### config.mk
export PLATFORM = sky130hd
export DESIGN_NAME = pink_noise_shaping_filter_unit
export DESIGN_NICKNAME = d
export VERILOG_FILES = /design/src/rtl/pnsf_pkg.sv /design/src/rtl/pink_noise_shaping_filter_unit.sv
export SDC_FILE = /design/constraint.sdc
export NUM_CORES = 2
export LEC_CHECK = 0
export BUFFER_PORTS_ARGS = -buffer_cell sky130_fd_sc_hd__buf_2
export CAP_MARGIN = 20
export CORE_AREA = 2 2 335 470
export DETAILED_ROUTE_END_ITERATION = 7
export DIE_AREA = 0 0 337 472
export SYNTH_ARGS = -nofsm -noshare
export SYNTH_HDL_FRONTEND = slang
export SYNTH_SLANG_ARGS = --single-unit
### constraint.sdc
create_clock -name clock -period 19.4 [get_ports clock]
set_input_delay 1.94 -clock clock [delete_from_list [all_inputs] [get_ports clock]]
set_output_delay 1.94 -clock clock [all_outputs]
set_load 0.05 [all_outputs]
### src/rtl/pnsf_pkg.sv
`timescale 1ns / 1ps
package pnsf_pkg;

   localparam int SAMPLE_BITS = 16;
   localparam int STATE_BITS  = 32;
   localparam int NUM_POLES   = 6;
   localparam int SAMPLE_FRAC = SAMPLE_BITS - 1;
   localparam int STATE_FRAC  = STATE_BITS - 9;
   localparam int FRAC_SHIFT  = STATE_FRAC - SAMPLE_FRAC;
   localparam int WHITE_W     = SAMPLE_BITS + FRAC_SHIFT;
   localparam int COEF_FRAC   = 18;
   localparam int COEF_W      = COEF_FRAC + 1;
   // sum of six pole states, delayed term and direct path gets 4 extra bits
   localparam int SUM_W       = STATE_BITS + 4;
   localparam int PROD_W      = SUM_W + COEF_W;
   localparam int ACC_W       = PROD_W - COEF_FRAC;
   localparam int IDX_W       = $clog2(NUM_POLES);

   localparam int STEP_W = 5;
   localparam logic [STEP_W-1:0] STEP_IDLE = 5'd0;
   localparam logic [STEP_W-1:0] STEP_EMIT = 5'd18;

   typedef enum logic [1:0] {
      A_POLE,
      A_WHITE,
      A_SUM
   } a_sel_type;

   typedef enum logic [3:0] {
      CF_POLE0, CF_POLE1, CF_POLE2, CF_POLE3, CF_POLE4, CF_POLE5,
      CF_GAIN0, CF_GAIN1, CF_GAIN2, CF_GAIN3, CF_GAIN4, CF_GAIN5,
      CF_DIRECT, CF_DELAY, CF_SCALE
   } coef_sel_type;

   typedef enum logic [1:0] {
      ACC_HOLD,
      ACC_LOAD,
      ACC_ADD
   } acc_op_type;

   typedef enum logic [1:0] {
      SEQ_NEXT,
      SEQ_WAIT_IN,
      SEQ_EMIT
   } seq_op_type;

   typedef struct packed {
      a_sel_type        a_sel;
      coef_sel_type     coef;
      logic [IDX_W-1:0] pole_idx;
      acc_op_type       acc_op;
      logic             pole_wr;
      logic             sum_add;
      logic             delay_wr;
      seq_op_type       seq;
   } ctrl_type;

   function automatic logic signed [COEF_W-1:0] coef_rom(input coef_sel_type sel);
      logic signed [COEF_W-1:0] c;
      unique case (sel)
         CF_POLE0:  c = 19'sd261845;
         CF_POLE1:  c = 19'sd260393;
         CF_POLE2:  c = 19'sd254018;
         CF_POLE3:  c = 19'sd227148;
         CF_POLE4:  c = 19'sd144179;
         CF_POLE5:  c = -19'sd199649;
         CF_GAIN0:  c = 19'sd14554;
         CF_GAIN1:  c = 19'sd19681;
         CF_GAIN2:  c = 19'sd40331;
         CF_GAIN3:  c = 19'sd81392;
         CF_GAIN4:  c = 19'sd139710;
         CF_GAIN5:  c = -19'sd4430;
         CF_DIRECT: c = 19'sd140562;
         CF_DELAY:  c = 19'sd30389;
         CF_SCALE:  c = 19'sd28836;
         default:   c = '0;
      endcase
      return c;
   endfunction

   function automatic ctrl_type uop(input a_sel_type a, input coef_sel_type cf,
                                    input int idx, input acc_op_type op,
                                    input logic pw, input logic sa, input logic dw,
                                    input seq_op_type sq);
      ctrl_type w;
      w.a_sel    = a;
      w.coef     = cf;
      w.pole_idx = IDX_W'(idx);
      w.acc_op   = op;
      w.pole_wr  = pw;
      w.sum_add  = sa;
      w.delay_wr = dw;
      w.seq      = sq;
      return w;
   endfunction

   // Pole k: multiply old state, then white by gain; the finished state
   // of pole k-1 is written back while pole k's gain product is formed.
   function automatic ctrl_type ucode_rom(input logic [STEP_W-1:0] step);
      ctrl_type w;
      unique case (step)
         5'd0:  w = uop(A_WHITE, CF_DIRECT, 0, ACC_HOLD, 1'b0, 1'b0, 1'b0, SEQ_WAIT_IN);
         5'd1:  w = uop(A_POLE,  CF_POLE0,  0, ACC_HOLD, 1'b0, 1'b0, 1'b0, SEQ_NEXT);
         5'd2:  w = uop(A_WHITE, CF_GAIN0,  0, ACC_LOAD, 1'b0, 1'b0, 1'b0, SEQ_NEXT);
         5'd3:  w = uop(A_POLE,  CF_POLE1,  1, ACC_ADD,  1'b0, 1'b0, 1'b0, SEQ_NEXT);
         5'd4:  w = uop(A_WHITE, CF_GAIN1,  0, ACC_LOAD, 1'b1, 1'b1, 1'b0, SEQ_NEXT);
         5'd5:  w = uop(A_POLE,  CF_POLE2,  2, ACC_ADD,  1'b0, 1'b0, 1'b0, SEQ_NEXT);
         5'd6:  w = uop(A_WHITE, CF_GAIN2,  1, ACC_LOAD, 1'b1, 1'b1, 1'b0, SEQ_NEXT);
         5'd7:  w = uop(A_POLE,  CF_POLE3,  3, ACC_ADD,  1'b0, 1'b0, 1'b0, SEQ_NEXT);
         5'd8:  w = uop(A_WHITE, CF_GAIN3,  2, ACC_LOAD, 1'b1, 1'b1, 1'b0, SEQ_NEXT);
         5'd9:  w = uop(A_POLE,  CF_POLE4,  4, ACC_ADD,  1'b0, 1'b0, 1'b0, SEQ_NEXT);
         5'd10: w = uop(A_WHITE, CF_GAIN4,  3, ACC_LOAD, 1'b1, 1'b1, 1'b0, SEQ_NEXT);
         5'd11: w = uop(A_POLE,  CF_POLE5,  5, ACC_ADD,  1'b0, 1'b0, 1'b0, SEQ_NEXT);
         5'd12: w = uop(A_WHITE, CF_GAIN5,  4, ACC_LOAD, 1'b1, 1'b1, 1'b0, SEQ_NEXT);
         5'd13: w = uop(A_WHITE, CF_DIRECT, 0, ACC_ADD,  1'b0, 1'b0, 1'b0, SEQ_NEXT);
         5'd14: w = uop(A_WHITE, CF_DELAY,  5, ACC_LOAD, 1'b1, 1'b1, 1'b0, SEQ_NEXT);
         5'd15: w = uop(A_WHITE, CF_DELAY,  0, ACC_LOAD, 1'b0, 1'b1, 1'b0, SEQ_NEXT);
         5'd16: w = uop(A_SUM,   CF_SCALE,  0, ACC_HOLD, 1'b0, 1'b0, 1'b1, SEQ_NEXT);
         5'd17: w = uop(A_SUM,   CF_SCALE,  0, ACC_LOAD, 1'b0, 1'b0, 1'b0, SEQ_NEXT);
         5'd18: w = uop(A_SUM,   CF_SCALE,  0, ACC_HOLD, 1'b0, 1'b0, 1'b0, SEQ_EMIT);
         default: w = uop(A_WHITE, CF_DIRECT, 0, ACC_HOLD, 1'b0, 1'b0, 1'b0, SEQ_EMIT);
      endcase
      return w;
   endfunction

endpackage

### src/rtl/pink_noise_shaping_filter_unit.sv
`timescale 1ns / 1ps
// Pink-noise shaping filter: one signed Q1.15 white sample in, one saturated
// Q1.15 pink sample out, through six one-pole sections (five low-pass), a
// one-sample delayed white term and a direct path, scaled by 0.11.
//
// Channels: req_valid/req_ready carry req_white_sample; rsp_valid/rsp_ready
// carry rsp_pink_sample. A transaction completes when valid and ready are
// both high at a rising clock edge.
//
// A microcode ROM of 19 steps drives one shared 36x19 multiplier and an
// accumulator. A sample is taken in the idle step, and its result is loaded
// into the output register in the emit step; the next sample is accepted in
// the cycle after that, so each sample is finished before the next is taken.
// There is no other multiplier, and every term passes through it.
//
// The result sits in an output register; while the receiver stalls the
// block still takes and processes the next sample, and waits in its last
// step until the register frees up.
//
// Reset (synchronous, active high) clears all filter state and the delayed
// term, drops rsp_valid and returns the sequencer to its idle step.
module pink_noise_shaping_filter_unit import pnsf_pkg::*; (
   input  logic                          clock,
   input  logic                          reset,
   input  logic                          req_valid,
   output logic                          req_ready,
   input  logic signed [SAMPLE_BITS-1:0] req_white_sample,
   output logic                          rsp_valid,
   input  logic                          rsp_ready,
   output logic signed [SAMPLE_BITS-1:0] rsp_pink_sample
);

   logic [STEP_W-1:0]            step_ff, step_in;
   ctrl_type                     ctrl;
   logic signed [STATE_BITS-1:0] pole_ff [NUM_POLES];
   logic signed [STATE_BITS-1:0] delay_ff;
   logic signed [WHITE_W-1:0]    white_ff;
   logic signed [SUM_W-1:0]      sum_ff;
   logic signed [PROD_W-1:0]     prod_ff, prod_in;
   logic signed [ACC_W-1:0]      acc_ff;
   logic                         rsp_valid_ff;
   logic signed [SAMPLE_BITS-1:0] rsp_data_ff;

   logic signed [SUM_W-1:0]      mul_a;
   logic signed [COEF_W-1:0]     mul_c;
   logic signed [PROD_W-1:0]     prod_rnd;
   logic signed [ACC_W-1:0]      rnd;
   logic signed [STATE_BITS-1:0] acc_sat;
   logic signed [ACC_W-1:0]      out_rnd;
   logic signed [SAMPLE_BITS-1:0] out_sat;
   logic                         in_take, out_free, emit;

   assign ctrl      = ucode_rom(step_ff);
   assign req_ready = (ctrl.seq == SEQ_WAIT_IN);
   assign in_take   = req_valid && req_ready;
   assign out_free  = !rsp_valid_ff || rsp_ready;
   assign emit      = (ctrl.seq == SEQ_EMIT) && out_free;

   // next step
   always_comb begin
      unique case (ctrl.seq)
         SEQ_WAIT_IN: step_in = in_take ? step_ff + 1'b1 : step_ff;
         SEQ_EMIT:    step_in = out_free ? STEP_IDLE : step_ff;
         default:     step_in = step_ff + 1'b1;
      endcase
   end

   // operand select and shared multiplier
   always_comb begin
      unique case (ctrl.a_sel)
         A_POLE: mul_a = {{(SUM_W-STATE_BITS){pole_ff[ctrl.pole_idx][STATE_BITS-1]}},
                          pole_ff[ctrl.pole_idx]};
         A_WHITE: mul_a = {{(SUM_W-WHITE_W){white_ff[WHITE_W-1]}}, white_ff};
         default: mul_a = sum_ff;
      endcase
      mul_c   = coef_rom(ctrl.coef);
      prod_in = mul_a * mul_c;
   end

   // round half up back to the other operand's format
   assign prod_rnd = prod_ff + (PROD_W'(1) <<< (COEF_FRAC - 1));
   assign rnd      = prod_rnd[PROD_W-1:COEF_FRAC];

   always_comb begin
      if (&acc_ff[ACC_W-1:STATE_BITS-1] || ~|acc_ff[ACC_W-1:STATE_BITS-1]) begin
         acc_sat = acc_ff[STATE_BITS-1:0];
      end else begin
         acc_sat = acc_ff[ACC_W-1] ? {1'b1, {(STATE_BITS-1){1'b0}}}
                                   : {1'b0, {(STATE_BITS-1){1'b1}}};
      end
   end

   // state format to sample format, then clamp
   assign out_rnd = (acc_ff + (ACC_W'(1) <<< (FRAC_SHIFT - 1))) >>> FRAC_SHIFT;

   always_comb begin
      if (&out_rnd[ACC_W-1:SAMPLE_BITS-1] || ~|out_rnd[ACC_W-1:SAMPLE_BITS-1]) begin
         out_sat = out_rnd[SAMPLE_BITS-1:0];
      end else begin
         out_sat = out_rnd[ACC_W-1] ? {1'b1, {(SAMPLE_BITS-1){1'b0}}}
                                    : {1'b0, {(SAMPLE_BITS-1){1'b1}}};
      end
   end

   always_ff @(posedge clock) begin
      if (reset) begin
         step_ff      <= STEP_IDLE;
         rsp_valid_ff <= 1'b0;
         delay_ff     <= '0;
         for (int i = 0; i < NUM_POLES; i++) begin
            pole_ff[i] <= '0;
         end
      end else begin
         step_ff <= step_in;
         if (emit) begin
            rsp_valid_ff <= 1'b1;
         end else if (rsp_ready) begin
            rsp_valid_ff <= 1'b0;
         end
         if (ctrl.pole_wr) begin
            pole_ff[ctrl.pole_idx] <= acc_sat;
         end
         if (ctrl.delay_wr) begin
            delay_ff <= acc_sat;
         end
      end
   end

   always_ff @(posedge clock) begin
      prod_ff <= prod_in;
      unique case (ctrl.acc_op)
         ACC_LOAD: acc_ff <= rnd;
         ACC_ADD:  acc_ff <= acc_ff + rnd;
         default:  acc_ff <= acc_ff;
      endcase
      if (in_take) begin
         white_ff <= {req_white_sample, {FRAC_SHIFT{1'b0}}};
         // the old delayed term seeds the output sum
         sum_ff   <= {{(SUM_W-STATE_BITS){delay_ff[STATE_BITS-1]}}, delay_ff};
      end else if (ctrl.sum_add) begin
         sum_ff   <= sum_ff + {{(SUM_W-STATE_BITS){acc_sat[STATE_BITS-1]}}, acc_sat};
      end
      if (emit) begin
         rsp_data_ff <= out_sat;
      end
   end

   assign rsp_valid       = rsp_valid_ff;
   assign rsp_pink_sample = rsp_data_ff;

   a_busy_after_take: assert property (@(posedge clock) disable iff (reset)
      in_take |=> !req_ready)
      else $error("sequencer still ready after taking a sample");

   a_step_range: assert property (@(posedge clock) disable iff (reset)
      step_ff <= STEP_EMIT)
      else $error("microcode step out of range");

   a_rsp_from_emit: assert property (@(posedge clock) disable iff (reset)
      $rose(rsp_valid) |-> $past(step_ff) == STEP_EMIT)
      else $error("result raised outside the emit step");

endmodule

== Yosys cells after proc, flatten, opt, wreduce, memory -nomap -nowiden ==
Memory sizes are Yosys's and may differ from the RTL's. A register that Yosys moved wholly into a read port is not among the register bits.
Index checks and enable logic that the tools add are counted.

* $add $sub $neg: 5
* $mul: 1
* Div/mod/pow operators: 0
* Magnitude comparators: 0
* Equality and inequality tests: 7
* Shift operators: 0
* Muxes and demuxes: 23
* Bitwise logic cells: 0
* Reductions and logical operators: 18

{| class="wikitable"
|+ Operators by type and width
! cell !! count
|-
| $mux 32 || 3
|-
| $pmux 37 s2 || 1
|-
| $mux 36 || 2
|-
| $pmux 36 s2 || 1
|-
| $add 55x19->55 const B || 1
|-
| $mul 36x19->55 || 1
|-
| $add 37x37->37 || 1
|-
| $add 37x9->37 const B || 1
|-
| $add 36x36->36 || 1
|-
| $mux 16 || 2
|-
| $reduce_or 32->1 || 1
|-
| $mux 5 || 4
|-
| $reduce_and 14->1 || 1
|-
| $reduce_or 14->1 || 1
|-
| $pmux 5 s2 || 1
|-
| $mux 1 || 8
|-
| $eq 2x1->1 const B || 3
|-
| $reduce_and 6->1 || 1
|-
| $reduce_bool 2->1 || 3
|-
| $reduce_or 6->1 || 1
|-
| $add 5x1->5 const B || 1
|-
| $eq 2x2->1 const B || 2
|-
| $logic_not 1->1 || 3
|-
| $logic_or 1x1->1 || 3
|-
| other kinds (6) || 7
|}

* Flip-flop bits (word level): 198
* Latch bits: 0
* Memory bits (writable): 192
* Memory bits (read-only): 816
* Input bits: 20
* Output and inout port bits: 18
* Word-level logic and storage cells: 65
* Memories kept: 3

{| class="wikitable"
|+ Memories
! memory !! words !! width !! read ports !! clocked after Yosys merged registers in !! write ports !! RTL line !! source
|-
| (no name shown) || 32 || 16 || 1 || 1 || 0 || pnsf_pkg.sv:101 || <nowiki>unique case (step)</nowiki>
|-
| (no name shown) || 16 || 19 || 1 || 0 || 0 || pnsf_pkg.sv:60 || <nowiki>unique case (sel)</nowiki>
|-
| pole_ff || 6 || 32 || 1 || 0 || 6 || pink_noise_shaping_filter_unit.sv:35 || <nowiki>logic signed [STATE_BITS-1:0] pole_ff [NUM_POLES];</nowiki>
|}

== Longest topological paths before layout ==
* Word-level depth: 7
* Depth in mapped cells: 36
* Depth with buffers taken out: 32

== Worst setup path after synthesis ==
Ideal clock, no wire load.

* Path kind: register to register
* Start: reg ctrl[7] (netlist name)
* End: reg prod_ff[51]
* Setup time: 0.127 ns
* Arrival: 8.613 ns
* Required time: 19.273 ns
* Path slack: 10.660 ns
* Stages on the path, launching flop included: 32
* Buffers on the path: 4
* Clock period less this slack: 8.740 ns
* Cells stage by stage: dfxtp_1 buf_6 buf_1 buf_2 buf_2 mux4_2 a211oi_1 o31a_1 nor2_1 fa_1 inv_1 fa_1 inv_1 fa_1 inv_1 fa_1 fa_1 inv_1 fa_1 ha_1 ha_1 a21o_1 a21o_1 a21oi_1 o2111ai_1 nor2_1 a21oi_2 a21o_1 a211o_1 a211oi_4 nor4b_1 or3_1

* Cells in the longest elaborated chain, start to end: 3

{| class="wikitable"
|+ Ends and longest elaborated chain
! element !! RTL line !! source
|-
| $mem_v2 6x32 || - ||
|-
| $pmux 36 s2 || pink_noise_shaping_filter_unit.sv:70 || <nowiki>unique case (ctrl.a_sel)</nowiki>
|-
| $mul 36x19->55 || pink_noise_shaping_filter_unit.sv:77 || <nowiki>prod_in = mul_a * mul_c;</nowiki>
|-
| net prod_in[51] || pink_noise_shaping_filter_unit.sv:39 || <nowiki>logic signed [PROD_W-1:0] prod_ff, prod_in;</nowiki>
|-
| end signal: assignment || pink_noise_shaping_filter_unit.sv:130 || <nowiki>prod_ff <= prod_in;</nowiki>
|-
| end: declaration || pink_noise_shaping_filter_unit.sv:39 ||
|}

The timed path passes the listed nets, and every way through them passes these cells.
A chain may end at the register's enable or synchronous reset.

== Worst setup path in the final report ==
* Start: reg ctrl[7] (netlist name)
* End: reg prod_ff[51]

* Cells in the longest elaborated chain, start to end: 3

{| class="wikitable"
|+ Ends and longest elaborated chain
! element !! RTL line
|-
| $mem_v2 6x32 || -
|-
| $pmux 36 s2 || pink_noise_shaping_filter_unit.sv:70
|-
| $mul 36x19->55 || pink_noise_shaping_filter_unit.sv:77
|-
| net prod_in[51] || pink_noise_shaping_filter_unit.sv:39
|}

The timed path passes the listed nets, and every way through them passes these cells.

==> flow_summary.ini <==
[timing]
finalSetupTns_ps = 0
fin_skew_ps = 36.9
fin_crit_sh = 0.512
setup_viol = 0
rsz0062_at_grt = false
period_needed_ps = 9930
hold_viol_final = 0
drv_slew = 0
worst_pin_slew_ps = 1150
maxSlewHeadroom = 0.231
max_freq_mhz = 101

[logic_synthesis]
syn-mean-instance-area_um2 = 10.0
ys_seq_area_frac = 0.275
netlist_area_um2 = 46200
synthArstFlopShare = 0
syn-num-nets = 5532
synthCells = 4621
synth_seq_cells = 453
yosysWarningCount = 0
synthFlopType = edfxtp_1
synth_edf_count = 361
ys_types = 83

[layout]
postLayoutCellArea_um2 = 50700
diodes = 0
layout-drive-gt1-share = 0.0750
final_nets = 5487
final_util = 0.328
syn_to_final_growth_pct = 9.69

[routing]
drc = 0
wl_per_cell_um = 21.9
avgViaCountPerCell = 5.02
ant_nets = 0
drt_pass1_iterations = 7
vias = 33546
dr.first_iter.drc_count = 2312
drt-total-wl_um = 147000

[floorplan]
fp.dieW_um = 337
rows = 171
design.die.area_um2 = 159000
io_pins = 38
core_region_area_um2 = 155000
die_y_um = 472
start_util = 0.299

[clocking]
ctsLongestPathBuffers = 3
clkSinkCount = 453
cts_resized = 0
ctsHoldBuffers = 0
clock_latency_ps = 640
cts_max_level = 2
clkTransAtPathRegs_ps = 70
cts_tree = built
cts_root_buf = clkbuf_16
postCtsSetupBuffers = 0
numCtsBuffers = 46

[hold_path]
min_path_type = flip-flop to flip-flop

[critical_path]
startpoint_type = flip-flop
ff2ff_setup_slack_ps = 9470
arrival_ps = 10440
required_ps = 19900
crit_fanout = 46
path_class = flip-flop to flip-flop
endpoint_kind = flip-flop
crit_slowest_cell = buf_4
slowest_delay_ps = 800
cpMostUsedCell = fa_1

[placement]
dp_hpwl_um = 113000
port_buffers = 37
placed_cell_area_um2 = 49100
gp_congestion = 0.921

[grt]
use_met1 = 0.196
groute.usage.overall = 0.184
use_met3 = 0.0232
antenna_found_initial = 1
grt_pass1_vias = 35423
grt-ovfl-total = 0
grtUsageMet2 = 0.319
grt_max_degree = 74
grt_pass1_wl_um = 218000
busiest_layer = met2

[run_status]
status = completed

[flow_run]
drv_cap = 0
-- final cells by class --
cell class | count | area [µm²]
inverter | 738 | 2770
clock buffer | 51 | 1210
tap | 2076 | 2600
timing repair buffer | 121 | 852
clock inverter | 34 | 337
multi-input combinational | 3216 | 30200
fill | 15778 | 104000
sequential | 453 | 12700
-- final timing paths --
path | end | cells after the start | from
setup / recovery | prod_ff[51]$_DFF_P_ | 26 | ctrl[7]$_SDFF_PP0_
hold / removal | delay_ff[26]$_SDFFE_PP0P_ | 2 | delay_ff[26]$_SDFFE_PP0P_
setup reg to reg | prod_ff[51]$_DFF_P_ | 26 | ctrl[7]$_SDFF_PP0_
hold reg to reg | delay_ff[26]$_SDFFE_PP0P_ | 2 | delay_ff[26]$_SDFFE_PP0P_
-- per-layer routing --
layer,wire (µm),share of wire
met3,7710,0.053
met4,15700,0.11
met1,50700,0.35
met2,72400,0.49
met5,10,0.000068
-- cells in the final DEF (no fill, tap or decap), types with 10 or more instances in the layout --
cell         n
nand2_1    537
nand2b_1    27
a211oi_1    34
o21bai_1    15
mux4_2      62
edfxtp_1   361
a21oi_1    155
xnor2_1     89
o31ai_2     15
mux2i_1     64
or2_2       12
clkinv_2    11
o31ai_1     11
and2_1      70
buf_2       37
fa_1       659
a31oi_1     20
and3_1      49
clkinv_1    10
inv_1      733
a21o_1      94
xor2_1      86
ha_1       231
o21ai_0     78
o21a_1      53
nand4_1     33
dfxtp_1     87
nor3_1      19
buf_4       81
nor2b_1     61
nor2_1     536
o31a_1      25
nand3_1     40
clkbuf_16   47
-- worst max-delay path: cells and delay by family (launching register included) --
kind	cells	cell delay (ps)
flops	1	680
buf+inv	3	920
compound gates	8	2950
fa+ha+maj	8	3590
simple gates	6	1030
mux	1	600
-- sequential cells by signal, indices dropped and copies added, names as in the netlist --
name / cells
ctrl: 16
rsp_valid: 1
prod_ff: 38
acc_ff: 37
step_ff: 5
white_ff: 16
rsp_pink_sample: 16
sum_ff: 36
delay_ff: 32
pole_ff: 256
-- logic make-up after synthesis --
| group | share of synthesized area |
|---|---|
| fa+ha+maj | 0.348 |
| mux | 0.0453 |
| flops | 0.275 |
| compound gates | 0.0850 |
| simple gates | 0.135 |
| xor+xnor | 0.0335 |
| buf+inv | 0.0779 |
-- per-stage QoR --
stage / instances / setup WS, ps / hold slack (ps)
4_1_cts: 6686 / 9360 / 499
5_1_grt: 6689 / 8960 / 514
2_1_floorplan: 4621 / 10660 / 460
3_5_place_dp: 6601 / 9390 / 483
6_report: 6689 / 9470 / 490
3_3_place_gp: 6601 / 9440 / 473
-- synthesized netlist by cell type, types with 33 or more instances --
cell	n	area, µm²
and3_1	49	307
nand3_1	40	200
a21o_1	94	706
nor2_1	536	2010
nor2b_1	63	394
a211oi_1	34	255
xnor2_1	89	780
clkbuf_1	191	717
fa_1	659	13200
o21a_1	53	398
ha_1	232	2900
a21oi_1	161	806
o21ai_0	82	410
mux4_2	62	1400
xor2_1	86	753
inv_1	733	2750
nand2_1	537	2020
edfxtp_1	361	10800
nand4_1	33	206
mux2i_1	64	641
dfxtp_1	92	1840
and2_1	70	438
Power is left out: the tool's default activity adds up to more than one toggle a clock period on the data nets, which glitch-free logic cannot reach.
